===== config.mk =====
export PLATFORM = sky130hd
export DESIGN_NAME = pll_divider_search
export DESIGN_NICKNAME = d
export VERILOG_FILES = /design/src/rtl/core/pds_pkg.sv /design/src/rtl/core/pll_divider_search.sv /design/src/rtl/core/pds_divider.sv /design/src/rtl/core/pds_search.sv
export SDC_FILE = /design/constraint.sdc
export NUM_CORES = 2
export LEC_CHECK = 0
export BUFFER_PORTS_ARGS = -buffer_cell sky130_fd_sc_hd__buf_2
export CORE_MARGIN = 8
export CORE_UTILIZATION = 55
export DETAILED_ROUTE_END_ITERATION = 12
export PLACE_DENSITY = 0.76
export REMOVE_ABC_BUFFERS = 1
export SLEW_MARGIN = 20
export SYNTH_ARGS = -nofsm -noshare
export SYNTH_HDL_FRONTEND = slang
export SYNTH_SLANG_ARGS = --single-unit

===== constraint.sdc =====
create_clock -name clock -period 5.5 [get_ports clock]
set_input_delay 0.275 -clock clock [delete_from_list [all_inputs] [get_ports clock]]
set_output_delay 0.275 -clock clock [all_outputs]
set_load 0.05 [all_outputs]

===== src/rtl/core/pds_pkg.sv =====
`timescale 1ns / 1ps
// Shared types and constants for the PLL divider search block.
// No dependencies; imported by pll_divider_search and pds_search.
package pds_pkg;

   // Field widths of frequencies, errors and result codes
   localparam int FREQ_W    = 30;
   localparam int ERR_W     = 32;
   localparam int VCO_W     = FREQ_W + 1;   // VCO never passes 2^31 inside the window scan
   localparam int DEND_W    = FREQ_W + 1;   // reference plus half the divider
   localparam int DIV_SET_W = 5;
   localparam int MUL_SET_W = 9;
   localparam int POST_W    = 2;
   localparam int CSR_IDX_W = 3;

   // Register indexes on the csr port
   localparam logic [CSR_IDX_W-1:0] CSR_VCO_MIN     = 3'd0;
   localparam logic [CSR_IDX_W-1:0] CSR_VCO_MAX     = 3'd1;
   localparam logic [CSR_IDX_W-1:0] CSR_VCO_TARGET  = 3'd2;
   localparam logic [CSR_IDX_W-1:0] CSR_DIV_MIN     = 3'd3;
   localparam logic [CSR_IDX_W-1:0] CSR_DIV_MAX     = 3'd4;
   localparam logic [CSR_IDX_W-1:0] CSR_DIV_TARGET  = 3'd5;

   // Register reset values
   localparam logic [FREQ_W-1:0] RST_VCO_MIN    = 30'd100000000;
   localparam logic [FREQ_W-1:0] RST_VCO_MAX    = 30'd500000000;
   localparam logic [FREQ_W-1:0] RST_VCO_TARGET = 30'd300000000;
   localparam logic [FREQ_W-1:0] RST_DIV_MIN    = 30'd1000000;
   localparam logic [FREQ_W-1:0] RST_DIV_MAX    = 30'd15000000;
   localparam logic [FREQ_W-1:0] RST_DIV_TARGET = 30'd8000000;

   // Post divider codes
   localparam logic [POST_W-1:0] POST_BY1 = 2'd0;
   localparam logic [POST_W-1:0] POST_BY2 = 2'd1;
   localparam logic [POST_W-1:0] POST_BY4 = 2'd3;

   typedef struct packed {
      logic [FREQ_W-1:0] vco_min;
      logic [FREQ_W-1:0] vco_max;
      logic [FREQ_W-1:0] vco_target;
      logic [FREQ_W-1:0] div_min;
      logic [FREQ_W-1:0] div_max;
      logic [FREQ_W-1:0] div_target;
   } cfg_type;

   typedef struct packed {
      logic [DIV_SET_W-1:0] div_setting;
      logic [MUL_SET_W-1:0] mul_setting;
      logic [POST_W-1:0]    post_div_code;
      logic [ERR_W-1:0]     freq_error;
      logic [ERR_W-1:0]     deviation;
      logic                 found;
   } result_type;

endpackage


===== src/rtl/core/pll_divider_search.sv =====
`timescale 1ns / 1ps
// Top level of the PLL divider search: csr registers, handshakes, result register.
// Depends on pds_pkg and pds_search.
//
// Takes a reference and a wanted frequency and returns the input divider,
// multiplier and post divider codes whose output comes closest to the wanted
// frequency, with the error and the tie-break deviation. One request is worked
// on at a time; req_ready is low while a search runs. For each post divider
// setting and each input divider code the block runs a serial division, then,
// if the divided frequency lies in its window, tries one multiplier code per
// cycle until the VCO passes the top of its window or the last code is tried.
// The result word sits in an output register, so the next request can be
// taken while it waits. Registers should be written only while the block is
// idle; csr_ready is always high.
module pll_divider_search #(
   parameter int MUL_CODES         = 512,
   parameter int DIV_CODE_MAX      = 31,
   parameter int POST_DIV_CODE_MAX = 2
) (
   input  logic                            clock,
   input  logic                            reset,
   // request channel
   input  logic                            req_valid,
   output logic                            req_ready,
   input  logic [pds_pkg::FREQ_W-1:0]      req_reference_hz,
   input  logic [pds_pkg::FREQ_W-1:0]      req_wanted_hz,
   // response channel
   output logic                            rsp_valid,
   input  logic                            rsp_ready,
   output logic [pds_pkg::DIV_SET_W-1:0]   rsp_div_setting,
   output logic [pds_pkg::MUL_SET_W-1:0]   rsp_mul_setting,
   output logic [pds_pkg::POST_W-1:0]      rsp_post_div_code,
   output logic [pds_pkg::ERR_W-1:0]       rsp_freq_error,
   output logic [pds_pkg::ERR_W-1:0]       rsp_deviation,
   output logic                            rsp_found,
   // register write channel
   input  logic                            csr_valid,
   output logic                            csr_ready,
   input  logic [pds_pkg::CSR_IDX_W-1:0]   csr_index,
   input  logic [pds_pkg::FREQ_W-1:0]      csr_wdata
);
   import pds_pkg::*;

   cfg_type    cfg_ff, cfg_in;
   logic       rsp_valid_ff, rsp_valid_in;
   result_type rsp_word_ff, rsp_word_in;

   logic       search_idle;
   logic       search_start;
   logic       res_valid;
   logic       res_ready;
   result_type res;

   // register writes
   always_comb begin
      cfg_in = cfg_ff;
      if (csr_valid) begin
         case (csr_index)
            CSR_VCO_MIN:    cfg_in.vco_min    = csr_wdata;
            CSR_VCO_MAX:    cfg_in.vco_max    = csr_wdata;
            CSR_VCO_TARGET: cfg_in.vco_target = csr_wdata;
            CSR_DIV_MIN:    cfg_in.div_min    = csr_wdata;
            CSR_DIV_MAX:    cfg_in.div_max    = csr_wdata;
            CSR_DIV_TARGET: cfg_in.div_target = csr_wdata;
            default: begin
            end
         endcase
      end
   end

   assign csr_ready    = 1'b1;
   assign req_ready    = search_idle;
   assign search_start = req_valid && search_idle;

   pds_search #(
      .MUL_CODES        (MUL_CODES),
      .DIV_CODE_MAX     (DIV_CODE_MAX),
      .POST_DIV_CODE_MAX(POST_DIV_CODE_MAX)
   ) u_search (
      .clock       (clock),
      .reset       (reset),
      .start       (search_start),
      .reference_hz(req_reference_hz),
      .wanted_hz   (req_wanted_hz),
      .cfg         (cfg_ff),
      .res_ready   (res_ready),
      .idle        (search_idle),
      .res_valid   (res_valid),
      .res         (res)
   );

   // output register: a new word may load as the old one is taken
   assign res_ready = !rsp_valid_ff || rsp_ready;

   always_comb begin
      rsp_valid_in = rsp_valid_ff;
      rsp_word_in  = rsp_word_ff;
      if (res_valid) begin
         rsp_valid_in = 1'b1;
         rsp_word_in  = res;
      end else if (rsp_ready) begin
         rsp_valid_in = 1'b0;
      end
   end

   always_ff @(posedge clock) begin
      if (reset) begin
         cfg_ff       <= '{vco_min:    RST_VCO_MIN,
                           vco_max:    RST_VCO_MAX,
                           vco_target: RST_VCO_TARGET,
                           div_min:    RST_DIV_MIN,
                           div_max:    RST_DIV_MAX,
                           div_target: RST_DIV_TARGET};
         rsp_valid_ff <= 1'b0;
      end else begin
         cfg_ff       <= cfg_in;
         rsp_valid_ff <= rsp_valid_in;
      end
   end

   always_ff @(posedge clock) begin
      rsp_word_ff <= rsp_word_in;
   end

   assign rsp_valid         = rsp_valid_ff;
   assign rsp_div_setting   = rsp_word_ff.div_setting;
   assign rsp_mul_setting   = rsp_word_ff.mul_setting;
   assign rsp_post_div_code = rsp_word_ff.post_div_code;
   assign rsp_freq_error    = rsp_word_ff.freq_error;
   assign rsp_deviation     = rsp_word_ff.deviation;
   assign rsp_found         = rsp_word_ff.found;

endmodule


===== src/rtl/core/pds_divider.sv =====
`timescale 1ns / 1ps
// Serial restoring divider: one quotient bit per cycle.
// Standalone; used by pds_search for the divided reference frequency.
module pds_divider #(
   parameter int DEND_W = 31,
   parameter int DSOR_W = 6
) (
   input  logic              clock,
   input  logic              reset,
   input  logic              start,
   input  logic [DEND_W-1:0] dividend,
   input  logic [DSOR_W-1:0] divisor,
   output logic              done,
   output logic [DEND_W-1:0] quotient
);

   localparam int CW = (DEND_W < 2) ? 1 : $clog2(DEND_W);
   localparam logic [CW-1:0] CNT_LAST = CW'(DEND_W - 1);

   logic              busy_ff, busy_in;
   logic              done_ff, done_in;
   logic [CW-1:0]     cnt_ff, cnt_in;
   logic [DSOR_W-1:0] rem_ff, rem_in;
   logic [DEND_W-1:0] quo_ff, quo_in;
   logic [DSOR_W:0]   shifted;
   logic              fits;

   // one restoring step: shift in the next dividend bit, try to subtract
   assign shifted = {rem_ff, quo_ff[DEND_W-1]};
   assign fits    = (shifted >= {1'b0, divisor});

   always_comb begin
      busy_in = busy_ff;
      done_in = 1'b0;
      cnt_in  = cnt_ff;
      rem_in  = rem_ff;
      quo_in  = quo_ff;
      if (start) begin
         busy_in = 1'b1;
         cnt_in  = '0;
         rem_in  = '0;
         quo_in  = dividend;
      end else if (busy_ff) begin
         rem_in = fits ? DSOR_W'(shifted - {1'b0, divisor}) : shifted[DSOR_W-1:0];
         quo_in = {quo_ff[DEND_W-2:0], fits};
         cnt_in = cnt_ff + CW'(1);
         if (cnt_ff == CNT_LAST) begin
            busy_in = 1'b0;
            done_in = 1'b1;
         end
      end
   end

   // control
   always_ff @(posedge clock) begin
      if (reset) begin
         busy_ff <= 1'b0;
         done_ff <= 1'b0;
      end else begin
         busy_ff <= busy_in;
         done_ff <= done_in;
      end
   end

   // datapath
   always_ff @(posedge clock) begin
      cnt_ff <= cnt_in;
      rem_ff <= rem_in;
      quo_ff <= quo_in;
   end

   assign done     = done_ff;
   assign quotient = quo_ff;

endmodule


===== src/rtl/core/pds_search.sv =====
`timescale 1ns / 1ps
// Search sequencer and candidate pipeline of the PLL divider search.
// Depends on pds_pkg and pds_divider.
module pds_search #(
   parameter int MUL_CODES         = 512,
   parameter int DIV_CODE_MAX      = 31,
   parameter int POST_DIV_CODE_MAX = 2
) (
   input  logic                          clock,
   input  logic                          reset,
   input  logic                          start,
   input  logic [pds_pkg::FREQ_W-1:0]    reference_hz,
   input  logic [pds_pkg::FREQ_W-1:0]    wanted_hz,
   input  pds_pkg::cfg_type              cfg,
   input  logic                          res_ready,
   output logic                          idle,
   output logic                          res_valid,
   output pds_pkg::result_type           res
);
   import pds_pkg::*;

   localparam int DSOR_W = $clog2(DIV_CODE_MAX + 3);
   localparam int NW     = $clog2(DIV_CODE_MAX + 1);
   localparam int MW     = $clog2(MUL_CODES);
   localparam int DCW    = (POST_DIV_CODE_MAX < 1) ? 1 : $clog2(POST_DIV_CODE_MAX + 1);

   localparam logic [NW-1:0]  N_LAST = NW'(DIV_CODE_MAX);
   localparam logic [MW-1:0]  M_LAST = MW'(MUL_CODES - 1);
   localparam logic [DCW-1:0] D_LAST = DCW'(POST_DIV_CODE_MAX);

   localparam logic [2:0] ST_IDLE      = 3'd0;
   localparam logic [2:0] ST_DIV_START = 3'd1;
   localparam logic [2:0] ST_DIV_WAIT  = 3'd2;
   localparam logic [2:0] ST_N_CHECK   = 3'd3;
   localparam logic [2:0] ST_M_LOOP    = 3'd4;
   localparam logic [2:0] ST_NEXT_N    = 3'd5;
   localparam logic [2:0] ST_NEXT_D    = 3'd6;
   localparam logic [2:0] ST_DONE      = 3'd7;

   typedef struct packed {
      logic [NW-1:0]  n;
      logic [MW-1:0]  m;
      logic [DCW-1:0] d;
   } code_type;

   logic [2:0]        state_ff, state_in;
   logic [FREQ_W-1:0] ref_ff, ref_in;
   logic [FREQ_W-1:0] want_ff, want_in;
   logic [DCW-1:0]    d_ff, d_in;
   logic [NW-1:0]     n_ff, n_in;
   logic [MW-1:0]     m_ff, m_in;
   logic [FREQ_W-1:0] dfreq_ff, dfreq_in;
   logic [FREQ_W-1:0] ddiv_ff, ddiv_in;
   logic [VCO_W-1:0]  vco_ff, vco_in;

   // stage 1 -> 2: rounded output frequency and VCO
   logic              p1_valid_ff, p1_valid_in;
   logic [ERR_W-1:0]  p1_outf_ff, p1_outf_in;
   logic [VCO_W-1:0]  p1_vco_ff, p1_vco_in;
   code_type          p1_code_ff, p1_code_in;
   // stage 2 -> 3: error and VCO distance
   logic              p2_valid_ff, p2_valid_in;
   logic [ERR_W-1:0]  p2_err_ff, p2_err_in;
   logic [VCO_W-1:0]  p2_dvco_ff, p2_dvco_in;
   code_type          p2_code_ff, p2_code_in;
   // best so far
   logic              found_ff, found_in;
   logic [ERR_W-1:0]  best_err_ff, best_err_in;
   logic [ERR_W-1:0]  best_dev_ff, best_dev_in;
   code_type          best_code_ff, best_code_in;

   logic              div_start, div_done;
   logic [DSOR_W-1:0] divisor;
   logic [DEND_W-1:0] dividend;
   logic [DEND_W-1:0] quotient;
   logic              vco_below, vco_above;
   logic [ERR_W-1:0]  rnd_sum;
   logic [ERR_W-1:0]  want_x;
   logic [VCO_W-1:0]  vtgt_x;
   logic [ERR_W-1:0]  cand_dev;
   logic              better;

   // divider by n+2 with round to nearest
   assign divisor  = DSOR_W'(n_ff) + DSOR_W'(2);
   assign dividend = {1'b0, ref_ff} + DEND_W'(divisor >> 1);

   pds_divider #(
      .DEND_W(DEND_W),
      .DSOR_W(DSOR_W)
   ) u_div (
      .clock   (clock),
      .reset   (reset),
      .start   (div_start),
      .dividend(dividend),
      .divisor (divisor),
      .done    (div_done),
      .quotient(quotient)
   );

   // stage 1: window checks and post divider rounding
   assign vco_below = (vco_ff < VCO_W'(cfg.vco_min));
   assign vco_above = (vco_ff > VCO_W'(cfg.vco_max));
   assign rnd_sum   = ERR_W'(vco_ff) + ((ERR_W'(1) << d_ff) >> 1);

   // stage 2 operands
   assign want_x = ERR_W'(want_ff);
   assign vtgt_x = VCO_W'(cfg.vco_target);

   // stage 3: deviation and best compare
   assign cand_dev = ERR_W'(p2_dvco_ff) + ERR_W'(ddiv_ff);
   assign better   = !found_ff || (p2_err_ff < best_err_ff) ||
                     ((p2_err_ff == best_err_ff) && (cand_dev < best_dev_ff));

   always_comb begin
      state_in     = state_ff;
      ref_in       = ref_ff;
      want_in      = want_ff;
      d_in         = d_ff;
      n_in         = n_ff;
      m_in         = m_ff;
      dfreq_in     = dfreq_ff;
      ddiv_in      = ddiv_ff;
      vco_in       = vco_ff;
      found_in     = found_ff;
      best_err_in  = best_err_ff;
      best_dev_in  = best_dev_ff;
      best_code_in = best_code_ff;
      div_start    = 1'b0;
      res_valid    = 1'b0;

      p1_valid_in  = 1'b0;
      p1_outf_in   = rnd_sum >> d_ff;
      p1_vco_in    = vco_ff;
      p1_code_in   = '{n: n_ff, m: m_ff, d: d_ff};

      p2_valid_in  = p1_valid_ff;
      p2_err_in    = (p1_outf_ff >= want_x) ? (p1_outf_ff - want_x) : (want_x - p1_outf_ff);
      p2_dvco_in   = (p1_vco_ff >= vtgt_x) ? (p1_vco_ff - vtgt_x) : (vtgt_x - p1_vco_ff);
      p2_code_in   = p1_code_ff;

      // keep the best candidate; full ties keep the earlier one
      if (p2_valid_ff && better) begin
         found_in     = 1'b1;
         best_err_in  = p2_err_ff;
         best_dev_in  = cand_dev;
         best_code_in = p2_code_ff;
      end

      case (state_ff)
         ST_IDLE: begin
            if (start) begin
               ref_in       = reference_hz;
               want_in      = wanted_hz;
               d_in         = '0;
               n_in         = N_LAST;
               found_in     = 1'b0;
               best_err_in  = '1;
               best_dev_in  = '1;
               best_code_in = '0;
               state_in     = ST_DIV_START;
            end
         end
         ST_DIV_START: begin
            div_start = 1'b1;
            state_in  = ST_DIV_WAIT;
         end
         ST_DIV_WAIT: begin
            if (div_done) begin
               dfreq_in = quotient[FREQ_W-1:0];
               state_in = ST_N_CHECK;
            end
         end
         ST_N_CHECK: begin
            // low test first: below skips this n, above ends the n scan
            if (dfreq_ff < cfg.div_min) begin
               state_in = ST_NEXT_N;
            end else if (dfreq_ff > cfg.div_max) begin
               state_in = ST_NEXT_D;
            end else begin
               vco_in   = {dfreq_ff, 1'b0};
               m_in     = '0;
               ddiv_in  = (dfreq_ff >= cfg.div_target) ? (dfreq_ff - cfg.div_target)
                                                       : (cfg.div_target - dfreq_ff);
               state_in = ST_M_LOOP;
            end
         end
         ST_M_LOOP: begin
            // one multiplier code per cycle, VCO stepped by the divided frequency
            if (vco_above) begin
               state_in = ST_NEXT_N;
            end else begin
               p1_valid_in = !vco_below;
               vco_in      = vco_ff + VCO_W'(dfreq_ff);
               if (m_ff == M_LAST) begin
                  state_in = ST_NEXT_N;
               end else begin
                  m_in = m_ff + MW'(1);
               end
            end
         end
         ST_NEXT_N: begin
            if (n_ff == '0) begin
               state_in = ST_NEXT_D;
            end else begin
               n_in     = n_ff - NW'(1);
               state_in = ST_DIV_START;
            end
         end
         ST_NEXT_D: begin
            if (d_ff == D_LAST) begin
               state_in = ST_DONE;
            end else begin
               d_in     = d_ff + DCW'(1);
               n_in     = N_LAST;
               state_in = ST_DIV_START;
            end
         end
         ST_DONE: begin
            // pipeline has drained by now; hand the word over when there is room
            if (res_ready) begin
               res_valid = 1'b1;
               state_in  = ST_IDLE;
            end
         end
         default: begin
            state_in = ST_IDLE;
         end
      endcase
   end

   // control
   always_ff @(posedge clock) begin
      if (reset) begin
         state_ff    <= ST_IDLE;
         p1_valid_ff <= 1'b0;
         p2_valid_ff <= 1'b0;
         found_ff    <= 1'b0;
      end else begin
         state_ff    <= state_in;
         p1_valid_ff <= p1_valid_in;
         p2_valid_ff <= p2_valid_in;
         found_ff    <= found_in;
      end
   end

   // datapath
   always_ff @(posedge clock) begin
      ref_ff       <= ref_in;
      want_ff      <= want_in;
      d_ff         <= d_in;
      n_ff         <= n_in;
      m_ff         <= m_in;
      dfreq_ff     <= dfreq_in;
      ddiv_ff      <= ddiv_in;
      vco_ff       <= vco_in;
      p1_outf_ff   <= p1_outf_in;
      p1_vco_ff    <= p1_vco_in;
      p1_code_ff   <= p1_code_in;
      p2_err_ff    <= p2_err_in;
      p2_dvco_ff   <= p2_dvco_in;
      p2_code_ff   <= p2_code_in;
      best_err_ff  <= best_err_in;
      best_dev_ff  <= best_dev_in;
      best_code_ff <= best_code_in;
   end

   // result word
   always_comb begin
      res.div_setting = DIV_SET_W'(best_code_ff.n);
      res.mul_setting = MUL_SET_W'(best_code_ff.m);
      if (best_code_ff.d == '0) begin
         res.post_div_code = POST_BY1;
      end else if (best_code_ff.d == DCW'(1)) begin
         res.post_div_code = POST_BY2;
      end else begin
         res.post_div_code = POST_BY4;
      end
      res.freq_error = best_err_ff;
      res.deviation  = best_dev_ff;
      res.found      = found_ff;
   end

   assign idle = (state_ff == ST_IDLE);

endmodule

Word level (Yosys, flattened, before mapping)
Cells that the tools add are included.
{"block": "classes", "n_addsub": 16, "reduce_logical": 34, "eq_ne": 27, "magnitude_cmp": 10, "shift": 2, "n_bitwise": 4, "muxes": 54}
{"op": "32-bit two-way mux", "count": 7}
{"op": "31-bit two-way mux", "count": 6}
{"op": "32-bit less-than comparator", "count": 2}
{"op": "31-bit one-hot mux with 2 select lines", "count": 1}
{"op": "30-bit subtractor", "count": 2}
{"op": "16-bit two-way mux", "count": 3}
{"op": "9-bit two-way mux", "count": 4}
{"op": "31-bit by 30-bit adder with 32-bit output", "count": 1}
{"op": "31-bit by 31-bit adder with 32-bit output", "count": 1}
{"op": "32-bit equality test", "count": 1}
{"op": "32-bit by 30-bit >= comparator with 1-bit output", "count": 1}
{"op": "1-bit by 2-bit left shift with 32-bit output (first input constant)", "count": 1}
{"op": "32-bit by 2-bit right shift with 32-bit output", "count": 1}
{"op": "30-bit by 32-bit subtractor with 32-bit output", "count": 1}
{"op": "32-bit by 30-bit subtractor with 32-bit output", "count": 1}
{"op": "30-bit by 5-bit adder with 31-bit output", "count": 1}
{"op": "31-bit by 30-bit adder with 31-bit output", "count": 1}
{"op": "31-bit by 30-bit >= comparator with 1-bit output", "count": 1}
{"op": "31-bit by 30-bit > comparator with 1-bit output", "count": 1}
{"op": "31-bit by 30-bit less-than comparator with 1-bit output", "count": 1}
{"op": "30-bit by 31-bit subtractor with 31-bit output", "count": 1}
{"op": "31-bit by 30-bit subtractor with 31-bit output", "count": 1}
{"op": "30-bit >= comparator", "count": 1}
{"op": "30-bit > comparator", "count": 1}
{"op": "42 further kinds", "count": 105}
{"block": "totals", "wordCells": 192, "inputBits": 98, "output_inout_bits": 84, "regBits": 717}

Longest topological paths before layout
{"block": "depth", "depth_word": 8, "mapped_depth": 22, "mapped_depth_nobuf": 20}

Hierarchy
A second synthesis with hierarchy kept.
{"block": "unflattened", "cells_unflattened": 4516, "area_unflattened_um2": 42863.6}
{"module": "pds_search", "n_inst": 1, "cells_per_inst": 3610, "area_each_um2": 31182.4, "seq_area_each_um2": 9899.5}
{"module": "pll_divider_search", "n_inst": 1, "cells_per_inst": 740, "area_each_um2": 9515.4, "seq_area_each_um2": 6055.8}
{"module": "pds_divider", "n_inst": 1, "cells_per_inst": 166, "area_each_um2": 2165.8, "seq_area_each_um2": 1191.1}

Least setup slack after synthesis
OpenSTA, ideal clock, no wires.
{"block": "synth_path", "path_kind": "register -> register", "startpoint": "register u_search.state_ff[1]", "endpoint": "register rsp_word_ff, in the netlist rsp_deviation[0] (enable)", "n_path_buf": 1, "path_slack_ns": 0.591, "required_ns": 4.971, "arrival_time_ns": 4.380, "synth_period_minus_slack_ns": 4.909, "setup_time_ns": 0.529, "path_stages_with_launch": 4, "path_cell_list": "dfxtp_1 -> buf_1 -> nand3_1 -> nor2b_1"}
{"block": "synth_between", "elab_chain_cells": 2}
{"item": "start, declared", "line": "pds_search.sv:46", "text": "logic [2:0] state_ff, state_in;"}
{"item": "start signal, assigned", "line": "pds_search.sv:239", "text": "state_ff <= state_in;"}
{"item": "3-bit equality test", "line": "pds_search.sv:149", "text": "case (state_ff)"}
{"item": "1-bit two-way mux", "line": "pds_search.sv:149"}
{"item": "via res_valid", "line": "pll_divider_search.sv:50", "text": "logic res_valid;"}
{"item": "end signal, assigned", "line": "pll_divider_search.sv:122", "text": "rsp_word_ff <= rsp_word_in;"}
{"item": "end, declared", "line": "pll_divider_search.sv:46", "text": "result_type rsp_word_ff, rsp_word_in;"}
The timed path passes the listed nets, and every way through them passes these cells.
A chain may end at the register's enable or synchronous reset.

Worst setup path after layout
{"block": "layout_path", "startpoint": "register u_search.ddiv_ff[0]", "endpoint": "register u_search.best_dev_ff[7]"}
{"block": "layout_between", "elab_chain_cells": 8}
{"item": "start, declared", "line": "pds_search.sv:53", "text": "logic [FREQ_W-1:0] ddiv_ff, ddiv_in;"}
{"item": "start signal, assigned", "line": "pds_search.sv:254", "text": "ddiv_ff <= ddiv_in;"}
{"item": "31-bit by 30-bit adder with 32-bit output *", "line": "pds_search.sv:110", "text": "assign cand_dev = ERR_W'(p2_dvco_ff) + ERR_W'(ddiv_ff);"}
{"item": "32-bit less-than comparator", "line": "pds_search.sv:112", "text": "((p2_err_ff == best_err_ff) && (cand_dev < best_dev_ff));"}
{"item": "1-bit logical AND", "line": "pds_search.sv:112"}
{"item": "1-bit logical OR", "line": "pds_search.sv:111", "text": "assign better = !found_ff || (p2_err_ff < best_err_ff) ||"}
{"item": "1-bit logical AND", "line": "pds_search.sv:142", "text": "if (p2_valid_ff && better) begin"}
{"item": "32-bit two-way mux *", "line": "pds_search.sv:142"}
{"item": "32-bit two-way mux", "line": "pds_search.sv:151", "text": "if (start) begin"}
{"item": "32-bit two-way mux *", "line": "pds_search.sv:149"}
{"item": "via u_search.best_dev_in[7]", "line": "pds_search.sv:69", "text": "logic [ERR_W-1:0] best_dev_ff, best_dev_in;"}
{"item": "end signal, assigned", "line": "pds_search.sv:263", "text": "best_dev_ff <= best_dev_in;"}
{"item": "end, declared", "line": "pds_search.sv:69"}
Mark *: on every way through the listed nets, which the timed path passes. The rest lies on a longest branch.

==> impl_summary.md <==
Final layout
After filler insertion, the fill cell instance count of the layout stands at 6506. In the final layout, the multi-input gates occupy 23010 µm². The signed area change from the synthesized netlist to the final layout is 13.22%. After the last flow step, the layout net total stands at 5562. Registers take 17150 µm². In the final layout, the share of cells above drive strength 1 is 0.08948. The summed area of non-filler cells in the final layout is 48370 µm².

Power and ir drop
Summed over all cells, the static leakage comes to 21.33 nW. Power spread over the standard cell area amounts to 336.9 nW/µm². The overall power is 0.01630 W. IR analysis of the VDD net gives a maximum drop of 0.2813 mV.

Detailed routing
The number of violations reported at the end of detailed-routing iteration 0 is 3252. The pre-antenna-repair detailed-routing pass consisted of 6 iterations. The number of remaining DRC errors is 0. Dividing the detail-routed wire length by the instance count gives 20.74 µm. The final routed wirelength across all metal layers is 126800 µm. In the detailed route, the total length drawn on met2 is 56180 µm. The count of nets left with antenna violations once routing finished came out at 0. The routed via count is 36190. Dividing the detail-routed via count by the number of cells gives 5.917. The wire length on met1 is 53180 µm. The highest signal layer in the routed design is met4.

The routed wire length on met3 is 9532 µm.

Critical path
The kind of end point of the critical path is a flop. The critical path in this run is classified as flop to flop. The critical path capture point is u_search.best_dev_ff[7]. For the worst setup path, the data arrival time is 5.61 ns. The startpoint type of the worst setup path is a flop.

The maximum fanout along the worst path is 38. The first element of the critical path is u_search.ddiv_ff[0]. At the worst endpoint, the required time is 5.97 ns. The setup check on the worst reg-to-reg path leaves a slack of 0.36 ns.

The worst register-to-register path begins at u_search.ddiv_ff[0]. The endpoint of the worst-slack reg-to-reg timing path is u_search.best_dev_ff[7]. The length in cells of the worst reg-to-reg path is 22.

Global routing
The initial antenna violation count is 2. The via count of the first global-routing pass was 34070. The total track usage is 0.2816. The first global-routing pass estimated 193400 µm of wire. Summed over all layers, the global routing overflow is 0. Entering global routing, the biggest net connects 111 pins.

STA
The relative slew slack is 0.2484. Setup repair after global routing left no endpoint under its margin. The maximum clock frequency is 194.7 MHz. Setup slack on the critical path of the routed design comes to 0.3634 ns. The slew at the pin closest to its max-slew limit is 1.124 ns.

The clock period minus worst slack is 5.137 ns. The total negative slack for setup checks is 0 ns. In the finished design, the share of the clock period the worst path needs comes to 0.9339. The number of slew-limit violations in the final report was 0. The number of endpoints failing setup at the final stage is 0. The count of endpoints failing hold in the final timing report came to 0.

The worst clock skew is 0.02338 ns. The final hold slack is 0.02055 ns.

Die
The core outline area is 77210 µm². Measured along the y axis, the die boundary spans 294.7 µm. The starting utilization of the core area is 0.5533. 182 I/O pins were placed. The area of the die is 86860 µm². The width of the die is 294.7 µm. Row generation in the floorplan step produced 102 rows.

Logic synthesis
The number of library cell types mapped by synthesis is 89. The fraction of the yosys area taken by sequential cells is 0.4013. The number of enable-type register cells in the synthesized netlist is 279. The synthesis warning total is 0. sky130_fd_sc_hd__dfxtp_1 takes more of the synthesized area than any other cell. The average cell area after synthesis is 8.884 µm². The commonest register cell after synthesis is sky130_fd_sc_hd__dfxtp_1. The cell area after technology mapping is 42720 µm². The cell count after synthesis is 4809. The share of synthesized area in the top cell type comes to 0.2052. After synthesis, the cell types taking the most area are sky130_fd_sc_hd__dfxtp_1 (21%), sky130_fd_sc_hd__edfxtp_1 (20%), sky130_fd_sc_hd__ha_1 (13%). After synthesis, the share of flip-flops with an asynchronous set or reset is 0. Counting flops and latches in the post-synthesis netlist gives 717.

Clock network
The clock buffer count from CTS is 80. TritonCTS built the clock tree. After clock tree synthesis, the setup repair step added 0 buffers. CTS placed an instance of sky130_fd_sc_hd__clkbuf_16 at the clock tree root. The clock latency on the worst-skew pair is 0.63 ns. The number of levels in the clock H-tree is 3. The post-CTS clock slew at the launch and capture registers of the worst setup and hold paths is 0.06 ns.

Counting along the longest clock path gives a buffer depth of 3. The clock net sink count is 717.

Place
The standard cell area after detailed placement is 44770 µm². The congestion estimate from routability-driven global placement came to 1.045. The estimated wirelength of the detail-placed design is 95610 µm. The post-placement setup slack is 0.3515 ns. The count of buffers added on input and output ports is 180.

Status
The flow ran to the end, and the final reports show no timing, DRC or antenna violations.

Hold path
The worst min-delay path category is input pin to flop.

Job
The max-capacitance violation count is 0.
sequential cells by signal (all words and copies together) (netlist names), 14 cells and up:
register                 count
u_search.best_err_ff        32
u_search.p2_dvco_ff         31
u_search.p1_vco_ff          31
u_search.ddiv_ff            30
u_search.u_div.quotient     31
u_search.want_ff            30
u_search.p1_vco_in          31
u_search.p2_err_ff          32
u_search.ref_ff             30
u_search.p1_code_ff         16
rsp_deviation               32
u_search.dfreq_ff           30
u_search.p2_code_ff         16
rsp_freq_error              32
cfg_ff                     180
u_search.p1_outf_ff         32
u_search.res                14
u_search.best_dev_ff        32
kinds of logic after synthesis:
kind of cell,Yosys count,synth area share
compound gates,1403,0.2077
buf+inv,699,0.06194
flops,717,0.4013
other cells,1,0.00008777
fa+ha+maj,456,0.1355
xor+xnor,179,0.03669
simple gates,1278,0.1385
mux,76,0.01827
cell usage in the layout (no fill, tap or decap), drive strengths merged, types with 12 or more instances in the layout:
cell and n:
a211oi 50, a21boi 21, a21o 149, a21oi 441, a221oi 18, a31oi 40
and2 28, and3 43, buf 261, clkbuf 118, clkinv 18, dfxtp 438
dlygate4sd3 88, edfxtp 279, ha 445, inv 471, mux2 13, mux2i 63
nand2 553, nand2b 34, nand3 155, nand4 68, nor2 201, nor2b 38
nor3 67, nor4 12, o211ai 86, o21a 37, o21ai 325, o21bai 38
o22ai 15, o311ai 39, o31a 13, o31ai 20, or2 18, or3 18
xnor2 107, xor2 72
worst min path at each step:
stage | start | endpoint | slack, ns | cells past startpoint
after floorplan | u_search.p1_code_ff[0] | u_search.p2_code_ff[0] | 0.31 | 0
after global placement | u_search.p1_code_ff[1] | u_search.p2_code_ff[1] | 0.31 | 0
after detailed placement | u_search.p1_code_ff[8] | u_search.p2_code_ff[8] | 0.31 | 0
after CTS | csr_wdata[12] | cfg_ff[132] | 0.004 | 3
after global routing | csr_wdata[12] | cfg_ff[132] | 0.02 | 3
final | csr_wdata[22] | cfg_ff[82] | 0.02 | 3
critical path, cell delays in order (launching register included):
cell and delay [ns]:
sky130_fd_sc_hd__edfxtp_1 0.37, sky130_fd_sc_hd__ha_1 0.22, sky130_fd_sc_hd__inv_1 0.07, sky130_fd_sc_hd__fa_1 0.21, sky130_fd_sc_hd__nor2b_1 0.07, sky130_fd_sc_hd__o31a_1 0.28
sky130_fd_sc_hd__o311a_1 0.36, sky130_fd_sc_hd__nor4b_1 0.32, sky130_fd_sc_hd__buf_4 0.19, sky130_fd_sc_hd__nor3_1 0.06, sky130_fd_sc_hd__o41ai_2 0.35, sky130_fd_sc_hd__xnor2_1 0.14
sky130_fd_sc_hd__ha_1 0.19, sky130_fd_sc_hd__a21o_1 0.15, sky130_fd_sc_hd__a21o_1 0.17, sky130_fd_sc_hd__a21oi_1 0.19, sky130_fd_sc_hd__nand2b_1 0.08, sky130_fd_sc_hd__a211oi_1 0.21
sky130_fd_sc_hd__a21oi_1 0.15, sky130_fd_sc_hd__or4_2 0.73, sky130_fd_sc_hd__buf_12 0.22, sky130_fd_sc_hd__a21oi_1 0.15, sky130_fd_sc_hd__o21ai_0 0.08
per-stage QoR:
stage | std cells | util
floorplan | 4577 | -
global placement | 5878 | 0.5798
detailed placement | 5878 | 0.5798
CTS | 6114 | 0.6263
global route | 6114 | 0.6264
finish | 6115 | 0.6265
routing by layer:
layer	vias up	track usage
met1	16930	0.3691
met3	294	0.04141
met4	0	0.1539
met5	-	0
met2	1455	0.4465
li1	17510	-
power by group:
part / total, W / internal (W) / switching (W)
registers: 0.00660 / 0.00619 / 0.000411
logic: 0.00428 / 0.00165 / 0.00262
clock network: 0.00542 / 0.00323 / 0.00219
layout make-up:
cell class                 count  share of cell area
multi-input combinational   3393              0.4757
inverter                     467             0.03626
antenna                        1          0.00005173
tap                         1040             0.02690
clock buffer                 118             0.05023
sequential                   717              0.3545
timing repair buffer         349             0.05049
clock inverter                30            0.005898
cells in the mapped netlist (11+ instances only):
master                     instances
sky130_fd_sc_hd__o21bai_1         38
sky130_fd_sc_hd__inv_1           464
sky130_fd_sc_hd__o21ai_0         324
sky130_fd_sc_hd__buf_1            24
sky130_fd_sc_hd__o21a_1           37
sky130_fd_sc_hd__a21o_1          149
sky130_fd_sc_hd__fa_1             11
sky130_fd_sc_hd__and2_1           27
sky130_fd_sc_hd__edfxtp_1        279
sky130_fd_sc_hd__a221oi_1         17
sky130_fd_sc_hd__mux2i_1          63
sky130_fd_sc_hd__nand2b_1         34
sky130_fd_sc_hd__xor2_1           72
sky130_fd_sc_hd__or2_2            17
sky130_fd_sc_hd__nand3_1         154
sky130_fd_sc_hd__dfxtp_1         438
sky130_fd_sc_hd__o31ai_1          19
sky130_fd_sc_hd__xnor2_1         107
sky130_fd_sc_hd__o31a_1           13
sky130_fd_sc_hd__nor3_1           67
sky130_fd_sc_hd__mux2_2           11
sky130_fd_sc_hd__a21boi_0         20
sky130_fd_sc_hd__a31oi_1          40
sky130_fd_sc_hd__o22ai_1          15
sky130_fd_sc_hd__nand2_1         553
sky130_fd_sc_hd__clkbuf_1        197
sky130_fd_sc_hd__nor4_1           12
sky130_fd_sc_hd__a21oi_1         441
sky130_fd_sc_hd__nand4_1          68
sky130_fd_sc_hd__nor2_1          201
sky130_fd_sc_hd__ha_1            445
sky130_fd_sc_hd__and3_1           43
sky130_fd_sc_hd__nor2b_1          38
sky130_fd_sc_hd__o211ai_1         86
sky130_fd_sc_hd__or3_1            18
sky130_fd_sc_hd__o311ai_0         38
sky130_fd_sc_hd__and4_1           11
sky130_fd_sc_hd__a211oi_1         50
timing repair:
item,4_1_cts,5_1_grt
resized for setup,0,1
setup endpoints to repair,0,1
hold buffers,88,0
hold endpoints to repair,154,0
Note: power is estimated with default switching activity, not from simulation.
